==> src/fsrv_pkg.sv <==
// ----------------------------------------------------------------------------
// fsrv_pkg
// Shared types and constants for the font spec record validator.
// ----------------------------------------------------------------------------
package fsrv_pkg;

  // Record layout
  localparam logic [31:0] SPEC_VERSION = 32'd1;
  localparam logic [4:0]  HEADER_BYTES = 5'd20;
  localparam logic [4:0]  LENGTH_BYTES = 5'd4;

  // Byte offsets, counted after the byte, at which each header word completes
  localparam logic [4:0]  POS_VERSION   = 5'd4;
  localparam logic [4:0]  POS_SIZE_CODE = 5'd8;
  localparam logic [4:0]  POS_WEIGHT    = 5'd12;
  localparam logic [4:0]  POS_STYLE     = 5'd16;

  // Parser phase
  typedef enum logic [1:0] {
    PH_HEADER = 2'd0,
    PH_LENGTH = 2'd1,
    PH_NAME   = 2'd2,
    PH_DONE   = 2'd3
  } phase_t;

  // One result transaction
  typedef struct packed {
    logic        valid_res;
    logic [30:0] size_code;
    logic [31:0] weight;
    logic        style;
    logic [30:0] num_families;
  } result_t;

  // Word is positive as a signed 32-bit value
  function automatic logic positive32(input logic [31:0] w);
    return (w != 32'd0) && !w[31];
  endfunction

endpackage

==> src/font_spec_record_validator_core.sv <==
// ----------------------------------------------------------------------------
// font_spec_record_validator_core
// Byte-serial font spec record validator with one result per record.
// ----------------------------------------------------------------------------
// Throughput: one record byte per cycle while byte_stall is low, limited by the parser state update.
// A final byte passes through the input register, then the result register;
// its result is presented once loaded into the result register.
// The input register stalls only while it holds a final byte and the result
// register is occupied and stalled.
// Reset (rst, synchronous) empties both registers and clears the parser.
module font_spec_record_validator_core (
  input  logic        clk,
  input  logic        rst,
  // Byte channel
  input  logic        byte_valid,
  output logic        byte_stall,
  input  logic [7:0]  data_byte,
  input  logic        end_of_record,
  // Result channel
  output logic        result_valid,
  input  logic        result_stall,
  output logic        valid_res,
  output logic [30:0] size_code,
  output logic signed [31:0] weight,
  output logic        style,
  output logic [30:0] num_families
);

  logic              s1_valid;
  logic [7:0]        s1_byte;
  logic              s1_eor;
  logic              advance;
  logic              accept;
  fsrv_pkg::result_t parse_result;
  fsrv_pkg::result_t held;

  // Stage advance: only a final byte needs room in the result register
  assign advance    = s1_valid && (!s1_eor || !result_valid || !result_stall);
  assign byte_stall = s1_valid && !advance;
  assign accept     = byte_valid && !byte_stall;

  // Input register
  always_ff @(posedge clk) begin
    if (rst) begin
      s1_valid <= 1'b0;
    end else if (accept) begin
      s1_valid <= 1'b1;
    end else if (advance) begin
      s1_valid <= 1'b0;
    end
  end

  always_ff @(posedge clk) begin
    if (accept) begin
      s1_byte <= data_byte;
      s1_eor  <= end_of_record;
    end
  end

  fsrv_parser u_parser (
    .clk           (clk),
    .rst           (rst),
    .fire          (advance),
    .data_byte     (s1_byte),
    .end_of_record (s1_eor),
    .result        (parse_result)
  );

  fsrv_out_reg u_out (
    .clk          (clk),
    .rst          (rst),
    .load         (advance && s1_eor),
    .load_data    (parse_result),
    .full         (result_valid),
    .result_stall (result_stall),
    .held         (held)
  );

  assign valid_res    = held.valid_res;
  assign size_code    = held.size_code;
  assign weight       = held.weight;
  assign style        = held.style;
  assign num_families = held.num_families;

  // An invalid record reports all-zero header fields
  a_invalid_zero: assert property (@(posedge clk) disable iff (rst)
    (result_valid && !valid_res) |->
      (size_code == 31'd0 && weight == 32'sd0 && !style && num_families == 31'd0))
    else $error("invalid result carries nonzero fields");

  // A valid record has a positive size code and family count
  a_valid_positive: assert property (@(posedge clk) disable iff (rst)
    (result_valid && valid_res) |-> (size_code != 31'd0 && num_families != 31'd0))
    else $error("valid result with zero size code or family count");

  // Backpressure reaches the input only through a blocked final byte
  a_stall_cause: assert property (@(posedge clk) disable iff (rst)
    byte_stall |-> (s1_valid && s1_eor && result_valid && result_stall))
    else $error("byte channel stalled without a blocked final byte");

  // A blocked final byte is still held on the next cycle
  a_eor_held: assert property (@(posedge clk) disable iff (rst)
    byte_stall |=> (s1_valid && s1_eor))
    else $error("blocked final byte lost from input register");

endmodule

==> src/fsrv_parser.sv <==
// ----------------------------------------------------------------------------
// fsrv_parser
// Record parser state and its per-byte update; forms the result on the
// final byte and returns to the start state for the next record.
// ----------------------------------------------------------------------------
module fsrv_parser (
  input  logic              clk,
  input  logic              rst,
  input  logic              fire,
  input  logic [7:0]        data_byte,
  input  logic              end_of_record,
  output fsrv_pkg::result_t result
);

  fsrv_pkg::phase_t phase, phase_next;
  logic [4:0]  byte_position, byte_position_next;
  logic [31:0] word_gather, word_gather_next;
  logic [30:0] header_size_code, header_size_code_next;
  logic [31:0] header_weight, header_weight_next;
  logic        header_style, header_style_next;
  logic [30:0] families_left, families_left_next;
  logic [30:0] family_total, family_total_next;
  logic [30:0] name_bytes_left, name_bytes_left_next;
  logic        error_seen, error_seen_next;

  logic [31:0] gathered;
  logic [4:0]  pos_inc;
  logic [30:0] names_dec;
  logic [30:0] families_dec;
  logic        ok;

  // Byte update
  always_comb begin
    phase_next            = phase;
    byte_position_next    = byte_position;
    word_gather_next      = word_gather;
    header_size_code_next = header_size_code;
    header_weight_next    = header_weight;
    header_style_next     = header_style;
    families_left_next    = families_left;
    family_total_next     = family_total;
    name_bytes_left_next  = name_bytes_left;
    error_seen_next       = error_seen;

    gathered     = {data_byte, word_gather[31:8]};
    pos_inc      = byte_position + 5'd1;
    names_dec    = name_bytes_left - 31'd1;
    families_dec = families_left - 31'd1;

    if (!error_seen) begin
      case (phase)
        fsrv_pkg::PH_HEADER: begin
          word_gather_next   = gathered;
          byte_position_next = pos_inc;
          if (pos_inc[1:0] == 2'd0) begin
            case (pos_inc)
              fsrv_pkg::POS_VERSION: begin
                if (gathered != fsrv_pkg::SPEC_VERSION) error_seen_next = 1'b1;
              end
              fsrv_pkg::POS_SIZE_CODE: begin
                header_size_code_next = gathered[30:0];
                if (!fsrv_pkg::positive32(gathered)) error_seen_next = 1'b1;
              end
              fsrv_pkg::POS_WEIGHT: begin
                header_weight_next = gathered;
              end
              fsrv_pkg::POS_STYLE: begin
                header_style_next = gathered[0];
                if (gathered > 32'd1) error_seen_next = 1'b1;
              end
              default: begin
                // family count word, last of the header
                if (!fsrv_pkg::positive32(gathered)) begin
                  error_seen_next = 1'b1;
                end else begin
                  family_total_next  = gathered[30:0];
                  families_left_next = gathered[30:0];
                  phase_next         = fsrv_pkg::PH_LENGTH;
                  byte_position_next = 5'd0;
                end
              end
            endcase
          end
        end
        fsrv_pkg::PH_LENGTH: begin
          word_gather_next   = gathered;
          byte_position_next = pos_inc;
          if (pos_inc == fsrv_pkg::LENGTH_BYTES) begin
            byte_position_next = 5'd0;
            if (!fsrv_pkg::positive32(gathered)) begin
              error_seen_next = 1'b1;
            end else begin
              name_bytes_left_next = gathered[30:0];
              phase_next           = fsrv_pkg::PH_NAME;
            end
          end
        end
        fsrv_pkg::PH_NAME: begin
          name_bytes_left_next = names_dec;
          if (names_dec == 31'd0) begin
            families_left_next = families_dec;
            phase_next = (families_dec == 31'd0) ? fsrv_pkg::PH_DONE
                                                 : fsrv_pkg::PH_LENGTH;
          end
        end
        default: begin
          // trailing byte after the last name
          error_seen_next = 1'b1;
        end
      endcase
    end
  end

  // Result from the updated state
  always_comb begin
    ok                  = !error_seen_next && (phase_next == fsrv_pkg::PH_DONE);
    result.valid_res    = ok;
    result.size_code    = ok ? header_size_code_next : 31'd0;
    result.weight       = ok ? header_weight_next : 32'd0;
    result.style        = ok ? header_style_next : 1'b0;
    result.num_families = ok ? family_total_next : 31'd0;
  end

  // State registers; the final byte returns to the start state
  always_ff @(posedge clk) begin
    if (rst || (fire && end_of_record)) begin
      phase            <= fsrv_pkg::PH_HEADER;
      byte_position    <= 5'd0;
      word_gather      <= 32'd0;
      header_size_code <= 31'd0;
      header_weight    <= 32'd0;
      header_style     <= 1'b0;
      families_left    <= 31'd0;
      family_total     <= 31'd0;
      name_bytes_left  <= 31'd0;
      error_seen       <= 1'b0;
    end else if (fire) begin
      phase            <= phase_next;
      byte_position    <= byte_position_next;
      word_gather      <= word_gather_next;
      header_size_code <= header_size_code_next;
      header_weight    <= header_weight_next;
      header_style     <= header_style_next;
      families_left    <= families_left_next;
      family_total     <= family_total_next;
      name_bytes_left  <= name_bytes_left_next;
      error_seen       <= error_seen_next;
    end
  end

endmodule

==> src/fsrv_out_reg.sv <==
// ----------------------------------------------------------------------------
// fsrv_out_reg
// Result register: holds one result transaction until the sink takes it.
// ----------------------------------------------------------------------------
module fsrv_out_reg (
  input  logic              clk,
  input  logic              rst,
  input  logic              load,
  input  fsrv_pkg::result_t load_data,
  output logic              full,
  input  logic              result_stall,
  output fsrv_pkg::result_t held
);

  logic full_next;

  // Occupancy: a load may replace a result taken in the same cycle
  always_comb begin
    full_next = full;
    if (full && !result_stall) full_next = 1'b0;
    if (load) full_next = 1'b1;
  end

  always_ff @(posedge clk) begin
    if (rst) begin
      full <= 1'b0;
    end else begin
      full <= full_next;
    end
  end

  // Payload, no reset
  always_ff @(posedge clk) begin
    if (load) held <= load_data;
  end

endmodule

==> config.mk <==
export PLATFORM = sky130hd
export DESIGN_NAME = font_spec_record_validator_core
export DESIGN_NICKNAME = d
export VERILOG_FILES = /design/src/fsrv_pkg.sv /design/src/font_spec_record_validator_core.sv /design/src/fsrv_parser.sv /design/src/fsrv_out_reg.sv
export SDC_FILE = /design/constraint.sdc
export NUM_CORES = 1
export LEC_CHECK = 0
export BUFFER_PORTS_ARGS = -buffer_cell sky130_fd_sc_hd__buf_2
export CAP_MARGIN = 20
export CORE_UTILIZATION = 55
export DETAILED_ROUTE_END_ITERATION = 6
export PLACE_DENSITY_LB_ADDON = 0.1
export SLEW_MARGIN = 20
export SYNTH_ARGS = -nofsm -noshare
export SYNTH_HDL_FRONTEND = slang
export SYNTH_SLANG_ARGS = --single-unit
==> constraint.sdc <==
create_clock -name clk -period 5.04 [get_ports clk]
set_input_delay 0.252 -clock clk [delete_from_list [all_inputs] [get_ports clk]]
set_output_delay 0.252 -clock clk [all_outputs]
set_load 0.05 [all_outputs]
==> metrics.txt, run 1 <==
PD cells=298 nW/um2; Highest Signal Layer=met4; core area=27000 um2; Comb pwr share=0.078; CTS root buf=clkbuf_16; Final min period=4.24 ns; Worst slew margin=0.267; maxcap violations=0; drt drc=0; Design Power=4990 uW; Die ar.=28100 um2; cell with the most instances after synthesis=nand2_1; Gate Count Post-Synth=1732; Tcrit/Tclk final=0.840; Hold Path Class=in -> reg; Crit Path Class=reg -> reg; count of different cell masters after synthesis=74; largest net degree at the start of global routing=97; routed via count=13400; Synth top area share=0.253; IO Pins=111; DR WL/cell=21.0 um; Congestion Overflow GR=0; post-placement setup slack=0.905 ns; routed wl met3=2970 um; Netlist Area Pre-Place=15100 um2; status=completed; Worst Setup End Kind=flop; data arrival time of the worst path=4.52 ns; CTS clk-pin slew, worst paths=0.06 ns; asr flop ratio synth=0; clock power share=0.414; Initial Utilization=0.560; met2 wire len=20500 um; Required @ worst endpoint=5.32 ns; Lkg Pwr=0.00571 uW; layout filler cell count=2383; final net count=1768; TritonCTS buffer count=30; Switching Fraction=0.249; startpoint types=flop; top post-synthesis cells by count=nand2_1, a21oi_1, dfxtp_1; CTS max path bufs=3; RSZ-0062 raised after global routing=false; Synthesized Nets=1754; fin. max-slew vios=0; internal power=3750 uW; Worst VDD drop=0.000273 V; Worst Skew=0.00763 ns; max frequency=0.236 GHz; post-detail-place hpwl=28000 um; first-pass GRT wire length=68800 um; Hold Vio Cnt, Final=0; drt first pass iters=6; Synth area leaders=dfxtp_1, edfxtp_1, a21oi_1, nand2_1, mux2i_1; synth warn=0; die height=168 um; sequential share of power=0.508; final worst setup slack=0.804 ns; cell type with the largest total area after synthesis=dfxtp_1; gr usage total=0.310; num rows=60; I/O Buffers=110; setup violators final=0; Avg Cell Area, Syn=8.72 um2; clock sinks=296; worst skew pair latency=0.56 ns; main flop type after synthesis=dfxtp_1; CP max FO=35; Metal-1 WL=19100 um; Routed Antenna Nets=0; H-Tree Depth=1; initial DRC count=1392; chip width=168 um; post-CTS setup buffers=0; Placement Cell Area=15700 um2; DR vias/cell=6.33; final instance area=16800 um2; switching pwr=1240 uW; post-cts gate resize count=0; CTS tree=built; share of cells above drive strength 1=0.145; placer's final routability congestion estimate=0.951; number of flops mapped to enable cells by yosys=105; flops & latches, synth=296; worst slew pin tran=1.09 ns; Syn-to-layout area delta=11.0%; setup TNS=0 ns; drt total wl=44300 um; initial antenna violation count=0; Seq/Total Area, Yosys=0.462; vias in the first global route=12100
-- layout make-up --
cell class | count | area [um2] | share of cell area
Antenna cell | 1 | 2.50 | 0.000149
Multi-Input combinational cell | 1236 | 7360 | 0.439
Clock inverter | 12 | 66.3 | 0.00396
Tap cell | 341 | 427 | 0.0254
Clock buffer | 44 | 835 | 0.0498
Timing Repair Buffer | 160 | 1010 | 0.0605
Inverter | 22 | 82.6 | 0.00493
Sequential cell | 296 | 6980 | 0.416
-- power groups by stage --
stage                     logic, uW  clock network, uW  registers (uW)
after floorplan                 216                  0            2630
after global placement          371                  0            2590
after detailed placement        373                  0            2590
after CTS                       381               2090            2540
after global routing            415               2190            2540
final                           388               2070            2540
-- critical path: stages (launching register included) --
cell	delay, ns
dfxtp_1	0.39
inv_1	0.11
ha_1	0.29
nor3b_1	0.67
nand3_1	0.23
or4_1	0.49
xor2_1	0.19
nand4_1	0.18
o31ai_1	0.39
a211o_4	0.56
buf_4	0.33
a21oi_1	0.11
-- worst paths after layout --
| kind | from | to | slack, ns | depth (start not counted) |
|---|---|---|---|---|
| setup / recovery | u_parser.name_bytes_left[0] | u_out.held[11] | 0.80 | 11 |
| hold / removal | byte_valid | s1_byte[2] | 0.24 | 3 |
| setup reg to reg | u_parser.name_bytes_left[0] | u_out.held[11] | 0.80 | 11 |
| hold reg to reg | u_parser.header_size_code[13] | u_parser.header_size_code[13] | 0.45 | 2 |
-- cell families after synthesis --
family	after synthesis	share of synthesized area
adder cells (fa/ha/maj)	9	0.00746
AO/OA/AOI/OAI	465	0.194
AND/OR/NAND/NOR	652	0.209
buffers and inverters	200	0.0557
multiplexers	98	0.0650
XOR/XNOR	12	0.00696
flip-flops	296	0.462
-- sequential cells by signal, summed over array words and instances, names as in the netlist, 2 cells and up --
name and count:
u_out.held 96, u_parser.header_weight 32, u_parser.families_left 31, u_parser.family_total 31, u_parser.header_size_code 31, u_parser.name_bytes_left 31
u_parser.word_gather 24, s1_byte 8, u_parser.byte_position 5, u_parser.phase 2
-- metal layers --
metal	GRT usage	up-vias
li1	-	6289
met1	0.421	6416
met2	0.489	558
met3	0.0473	99
met4	0.140	0
met5	0	-
-- metrics by stage --
| stage | utilization | cells | hold slack (ns) |
|---|---|---|---|
| 2_1_floorplan | - | 1732 | 0.321 |
| 5_1_grt | 0.622 | 2111 | 0.282 |
| 3_5_place_dp | 0.583 | 2042 | 0.430 |
| 3_3_place_gp | 0.583 | 2042 | 0.430 |
| 4_1_cts | 0.621 | 2110 | 0.219 |
| 6_report | 0.622 | 2112 | 0.242 |
-- cell usage in the layout, fill, tap and decap left out, types with 9 or more instances in the layout --
master,Yosys,layout
or3_1,15,15
clkbuf_16,0,31
nor2b_1,9,9
dfxtp_1,191,191
buf_2,6,110
or4_1,13,13
nor4_1,35,35
o22ai_1,9,9
a32o_1,10,10
dlygate4sd3_1,0,12
and3_1,10,9
a21oi_1,243,242
inv_1,22,22
a21oi_2,30,31
mux2i_1,98,98
buf_4,2,34
nand4_1,27,27
clkbuf_1,151,12
a211oi_1,11,11
nor3_1,45,44
a31oi_1,11,11
a41oi_1,12,12
nor2_1,102,99
o21ai_0,42,41
nand3_1,32,31
nand2_1,306,306
edfxtp_1,105,105
a22oi_1,14,14
o31ai_1,16,16
-- repair_timing --
action,in CTS,in global routing
setup endpoints to repair,0,0
hold endpoints to repair,11,0
hold buffers,12,0
(Power assumes the default switching activity.)
==> run 2, diff against run 1 <==
ABC_AREA = 1   (was default)
CORE_UTILIZATION = 61   (was 55)
clock period = 4.39 ns   (was 5.04 ns; I/O delays follow)
==> run 2 against run 1 <==
Effect of this change: total power grew 41%; global-route usage grew 3.9 points; sequential power grew 20%; clock power grew 26%; non-clock buffer count shrank 20; cell area is essentially flat; critical path depth grew 6; maximum frequency grew 20%; via count grew 1.9%.
==> metrics.txt, run 2 <==
num rows=56; flops & latches, synth=296; Initial Utilization=0.629; Congestion Overflow GR=0; Worst Skew=0.0107 ns; IO Pins=111; Avg Cell Area, Syn=7.62 um2; Gate Count Post-Synth=1956; most frequent cells in the layout=nand2_1, nor2_1, inv_1, dfxtp_1, a21oi_1; Worst Setup End Kind=flop; Required @ worst endpoint=4.69 ns; drt drc=0; crit path max-delay cell type=nand2_8; utilization after layout=0.707; Tcrit/Tclk final=0.801; Die ar.=25100 um2; crit-path cells=inv_1 -> ha_1 -> xnor2_1 -> nand3_1 -> nor2_1 -> nand3_1 -> nor2_1 -> nand2_1 -> nor2_1 -> nand2_1 -> o21ai_2 -> nand2_1 -> nand2_1 -> nand2_1 -> nand2_8 -> buf_4 -> nor2_1; gr usage total=0.349; drt first pass iters=5; Worst VDD drop=0.000383 V; DR vias/cell=5.74; Largest Register=u_out.held; Routed Antenna Nets=0; CTS tree=built; Final min period=3.52 ns; fin. max-slew vios=0; share of cells above drive strength 1=0.123; vias in the first global route=12500; Worst slew margin=0.293; Netlist Area Pre-Place=14900 um2; synth warn=0; Synthesized Nets=1978; worst skew pair latency=0.56 ns; placer's final routability congestion estimate=0.948; initial DRC count=1474; main flop type after synthesis=dfxtp_1; number of flip-flops under the largest register name=96; PD cells=420 nW/um2; setup TNS=0 ns; H-Tree Depth=1; routed via count=13600; CP most frequent cell=nand2_1; clock sinks=296; startpoint types=flop; initial antenna violation count=1; max frequency=0.284 GHz; count of different cell masters after synthesis=39; status=completed; Hold Vio Cnt, Final=0; post-detail-place hpwl=29400 um; DR WL/cell=18.3 um; most common cell after layout, fill and taps aside=nand2_1; asr flop ratio synth=0; largest net degree at the start of global routing=100; setup violators final=0; final net count=2052; Seq/Total Area, Yosys=0.468; cell with the most instances after synthesis=nand2_1; top post-synthesis cells by count=nand2_1, nor2_1, inv_1; n_diodes=0; Crit path buffers/inverters=2; Largest delay share family, worst path=simple AND/OR/NAND/NOR gates; Slowest Stage Delay on Critical Path=0.36 ns; RSZ-0062 raised after global routing=false; CTS root buf=clkbuf_16; Lkg Pwr=0.00739 uW; TritonCTS buffer count=29; first-pass GRT wire length=67100 um; data arrival time of the worst path=3.82 ns; Synth top area share=0.257; chip width=158 um; number of flops mapped to enable cells by yosys=105; layout filler cell count=1998; maxcap violations=0; worst slew pin tran=1.06 ns; Syn-to-layout area delta=12.4%; biggest regs=u_out.held x96, u_parser.header_weight x32; CTS max path bufs=3; Synth area leaders=dfxtp_1, edfxtp_1, nand2_1, nor2_1, a21oi_1; CTS clk-pin slew, worst paths=0.06 ns; I/O Buffers=110; Hold Path Class=in -> reg; die height=158 um; cell type with the largest total area after synthesis=dfxtp_1; drt total wl=43400 um; post-cts gate resize count=0; core area=23700 um2; Crit Path Class=reg -> reg; CP max FO=38
-- run 2: cell types whose count changed after synthesis, sizes merged, moves of 69 or more --
cell    before  now
nor2       102  384
clkbuf     151   58
inv         22  240
mux2i       98   17
o211ai       2   94
a21oi      273  178
nand2      306  381
o21ai       43  112
-- run 2: worst paths after layout --
check	startpoint	endpoint	slack [ns]	cells past startpoint
hold / removal	result_stall	u_out.full	0.09	5
hold reg to reg	u_parser.byte_position[1]	u_parser.byte_position[1]	0.50	2
setup / recovery	u_parser.name_bytes_left[0]	u_out.held[67]	0.87	17
setup reg to reg	u_parser.name_bytes_left[0]	u_out.held[67]	0.87	17
-- run 2: worst register-to-register path: stages, from the launching register on --
cell and delay [ns]:
dfxtp_1 0.35, inv_1 0.11, ha_1 0.29, xnor2_1 0.24, nand3_1 0.11, nor2_1 0.26
nand3_1 0.11, nor2_1 0.12, nand2_1 0.10, nor2_1 0.13, nand2_1 0.11, o21ai_2 0.20
nand2_1 0.09, nand2_1 0.08, nand2_1 0.13, nand2_8 0.36, buf_4 0.42, nor2_1 0.06
-- run 2: cell families (layout without fill, tap and decap cells) --
logic type      Yosys count  count (layout)  share of synthesized area
buf+inv                 341             438                     0.0924
compound gates          400             400                      0.153
xor+xnor                  9               9                    0.00529
fa+ha+maj                 9               9                    0.00756
flops                   296             296                      0.468
simple gates            884             884                      0.262
mux                      17              17                     0.0114
-- run 2: power by group --
part | leakage, uW | total (uW) | switching, uW | internal, uW
combinational | 0.00446 | 1370 | 996 | 378
clock | 0.000482 | 2610 | 1080 | 1530
sequential | 0.00245 | 3050 | 93.6 | 2960
total | 0.00739 | 7040 | 2170 | 4870
-- run 2: stage by stage --
stage                     std cells  power (uW)  area (um2)  setup slack [ns]  hold slack [ns]
after CTS                      2371        7010       16700             0.936           0.0312
final                          2372        7040       16800             0.875           0.0902
after floorplan                1956        4070       14900              1.12            0.289
after detailed placement       2306        4430       15600             0.924            0.398
after global placement         2306        4410       15600             0.989            0.394
after global routing           2372        7290       16800             0.658           0.0961
-- run 2: routing by layer --
layer | up-vias | routed length [um] | share of wire | global-route usage
met2 | 661 | 19800 | 0.46 | 0.554
met1 | 6312 | 18500 | 0.43 | 0.488
met3 | 90 | 3820 | 0.088 | 0.0474
met5 | - | 10 | 0.00023 | 0
met4 | 2 | 1290 | 0.030 | 0.120
li1 | 6545 | - | - | -
-- run 2: what timing repair did --
item / CTS / global route
hold buffers: 11 / 0
endpoints found under the hold margin: 11 / 0
setup endpoints to repair: 0 / 0
buffers inserted: 0 / 0
-- run 2: area by class of cell --
class	count	area, um2	share of cell area
inverters	244	922	0.0550
flip-flops and latches	296	6980	0.416
well taps	319	399	0.0238
clock buffers	41	812	0.0485
repair buffers	140	878	0.0524
multi-input cells	1319	6580	0.393
clock inverters	13	181	0.0108
==> run 3, diff against run 2 <==
ABC_AREA = 0   (was 1)
clock period = 3.67 ns   (was 4.39 ns; I/O delays follow)
==> run 3 against run 2 <==
Effect of this change: flip-flop and latch count unchanged; sequential share of layout area shrank 1.9 points; die area increased by 1.3%; critical endpoint is now u_out.held[14]; largest cell class is now multi-input combinational cells; highest routed layer is now met4.
==> metrics.txt, run 3 (same netlist as run 1, synthesis figures left out) <==
status=completed; Critical R2R Launch=u_parser.families_left[10]; Required @ worst endpoint=4.06 ns; fin. max-slew vios=0; Initial Utilization=0.621; placer's final routability congestion estimate=0.996; layout filler cell count=1850; DR vias/cell=6.37; CP max FO=47; Worst Setup End Kind=flop; TritonCTS buffer count=30; final net count=1841; CTS root buf=clkbuf_16; Placement Cell Area=16300 um2; Design Power=7260 uW; Lkg Pwr=0.00621 uW; biggest regs=u_out.held x96, u_parser.header_weight x32; H-Tree Depth=1; PD cells=414 nW/um2; initial DRC count=1582; Syn-to-layout area delta=16.3%; startpoint types=flop; drt total wl=44300 um; Hold Path Class=in -> reg; n_diodes=0; Tcrit/Tclk final=0.986; max frequency=0.276 GHz; setup violators final=0; drt drc=0; data arrival time of the worst path=4.00 ns; Crit Path Class=reg -> reg; share of cells above drive strength 1=0.190; vias in the first global route=12700; Routed Antenna Nets=0; Final min period=3.62 ns; Largest Register=u_out.held; Congestion Overflow GR=0; Worst Hold Slack=0.171 ns; drt first pass iters=6; CTS max path bufs=3; RSZ-0062 raised after global routing=true; DR WL/cell=20.5 um; hold path start=byte_valid; setup TNS=0 ns; final instance area=17600 um2; most frequent cells in the layout=nand2_1, a21oi_1, dfxtp_1, buf_2, edfxtp_1; I/O Buffers=110; routed via count=13800; post-placement setup slack=0.0514 ns; IO Pins=111; largest net degree at the start of global routing=115; worst slew pin tran=0.962 ns; Die ar.=25400 um2; Worst VDD drop=0.000360 V; chip width=159 um; first-pass GRT wire length=69900 um; clock sinks=296; die height=159 um; Worst slew margin=0.359; initial antenna violation count=0; final worst setup slack=0.0526 ns; Worst Skew=0.0107 ns; gr usage total=0.345; Hold Vio Cnt, Final=0; post-detail-place hpwl=28700 um; num rows=57; most common cell after layout, fill and taps aside=nand2_1; number of flip-flops under the largest register name=96; Worst Setup SP=u_parser.families_left[10]; CTS clk-pin slew, worst paths=0.07 ns; maxcap violations=0; worst skew pair latency=0.56 ns; core area=24300 um2; CTS tree=built
## run 3: routing by layer
layer / GRT usage / part of all wire / wire, um / vias up
met5: 0 / 0 / 0 / -
met4: 0.134 / 0.038 / 1670 / 0
met3: 0.0435 / 0.081 / 3610 / 108
met2: 0.576 / 0.48 / 21200 / 648
met1: 0.458 / 0.40 / 17900 / 6622
li1: - / - / - / 6429
## run 3: power by group
part           leakage (uW)  internal (uW)  switching, uW
Combinational       0.00317            171            413
Clock              0.000504           1910           1320
Sequential          0.00253           3430           28.9
## run 3: final timing paths
| kind | to | slack (ns) | cells after the start |
|---|---|---|---|
| max | u_out.held[14] | 0.05 | 11 |
| min | s1_byte[7] | 0.17 | 3 |
| max reg2reg | u_out.held[14] | 0.05 | 11 |
| min reg2reg | u_parser.family_total[24] | 0.45 | 2 |
## run 3: cell type report
| cell class | count | area [um2] | share of cell area |
|---|---|---|---|
| inverter | 22 | 82.6 | 0.00470 |
| timing repair buffer | 233 | 1630 | 0.0927 |
| clock buffer | 38 | 802 | 0.0457 |
| tap | 324 | 405 | 0.0231 |
| sequential | 296 | 6980 | 0.397 |
| clock inverter | 18 | 230 | 0.0131 |
| multi-input combinational | 1236 | 7440 | 0.423 |
## run 3: worst max-delay path, cell delays in order (launching register included)
cell and delay, ns:
dfxtp_1 0.32, nor3_1 0.48, nand3_1 0.17, or3_1 0.40
o32a_1 0.19, or4_1 0.59, nor4_4 0.31, buf_4 0.17
o2111ai_4 0.12, buf_12 0.23, buf_12 0.20, a21oi_1 0.25
## run 3: stage by stage
stage               utilization  std cells
floorplan                     -       1732
global placement          0.671       2098
detailed placement        0.671       2098
CTS                       0.719       2166
global route              0.722       2167
finish                    0.722       2167
## run 3: what timing repair did
item	4_1_cts	5_1_grt
cloned	0	0
endpoints found under the setup margin	2	95
hold buffers	12	0
pin swaps	0	2
buffers inserted	0	1
gates resized for setup	2	13
endpoints found under the hold margin	11	0
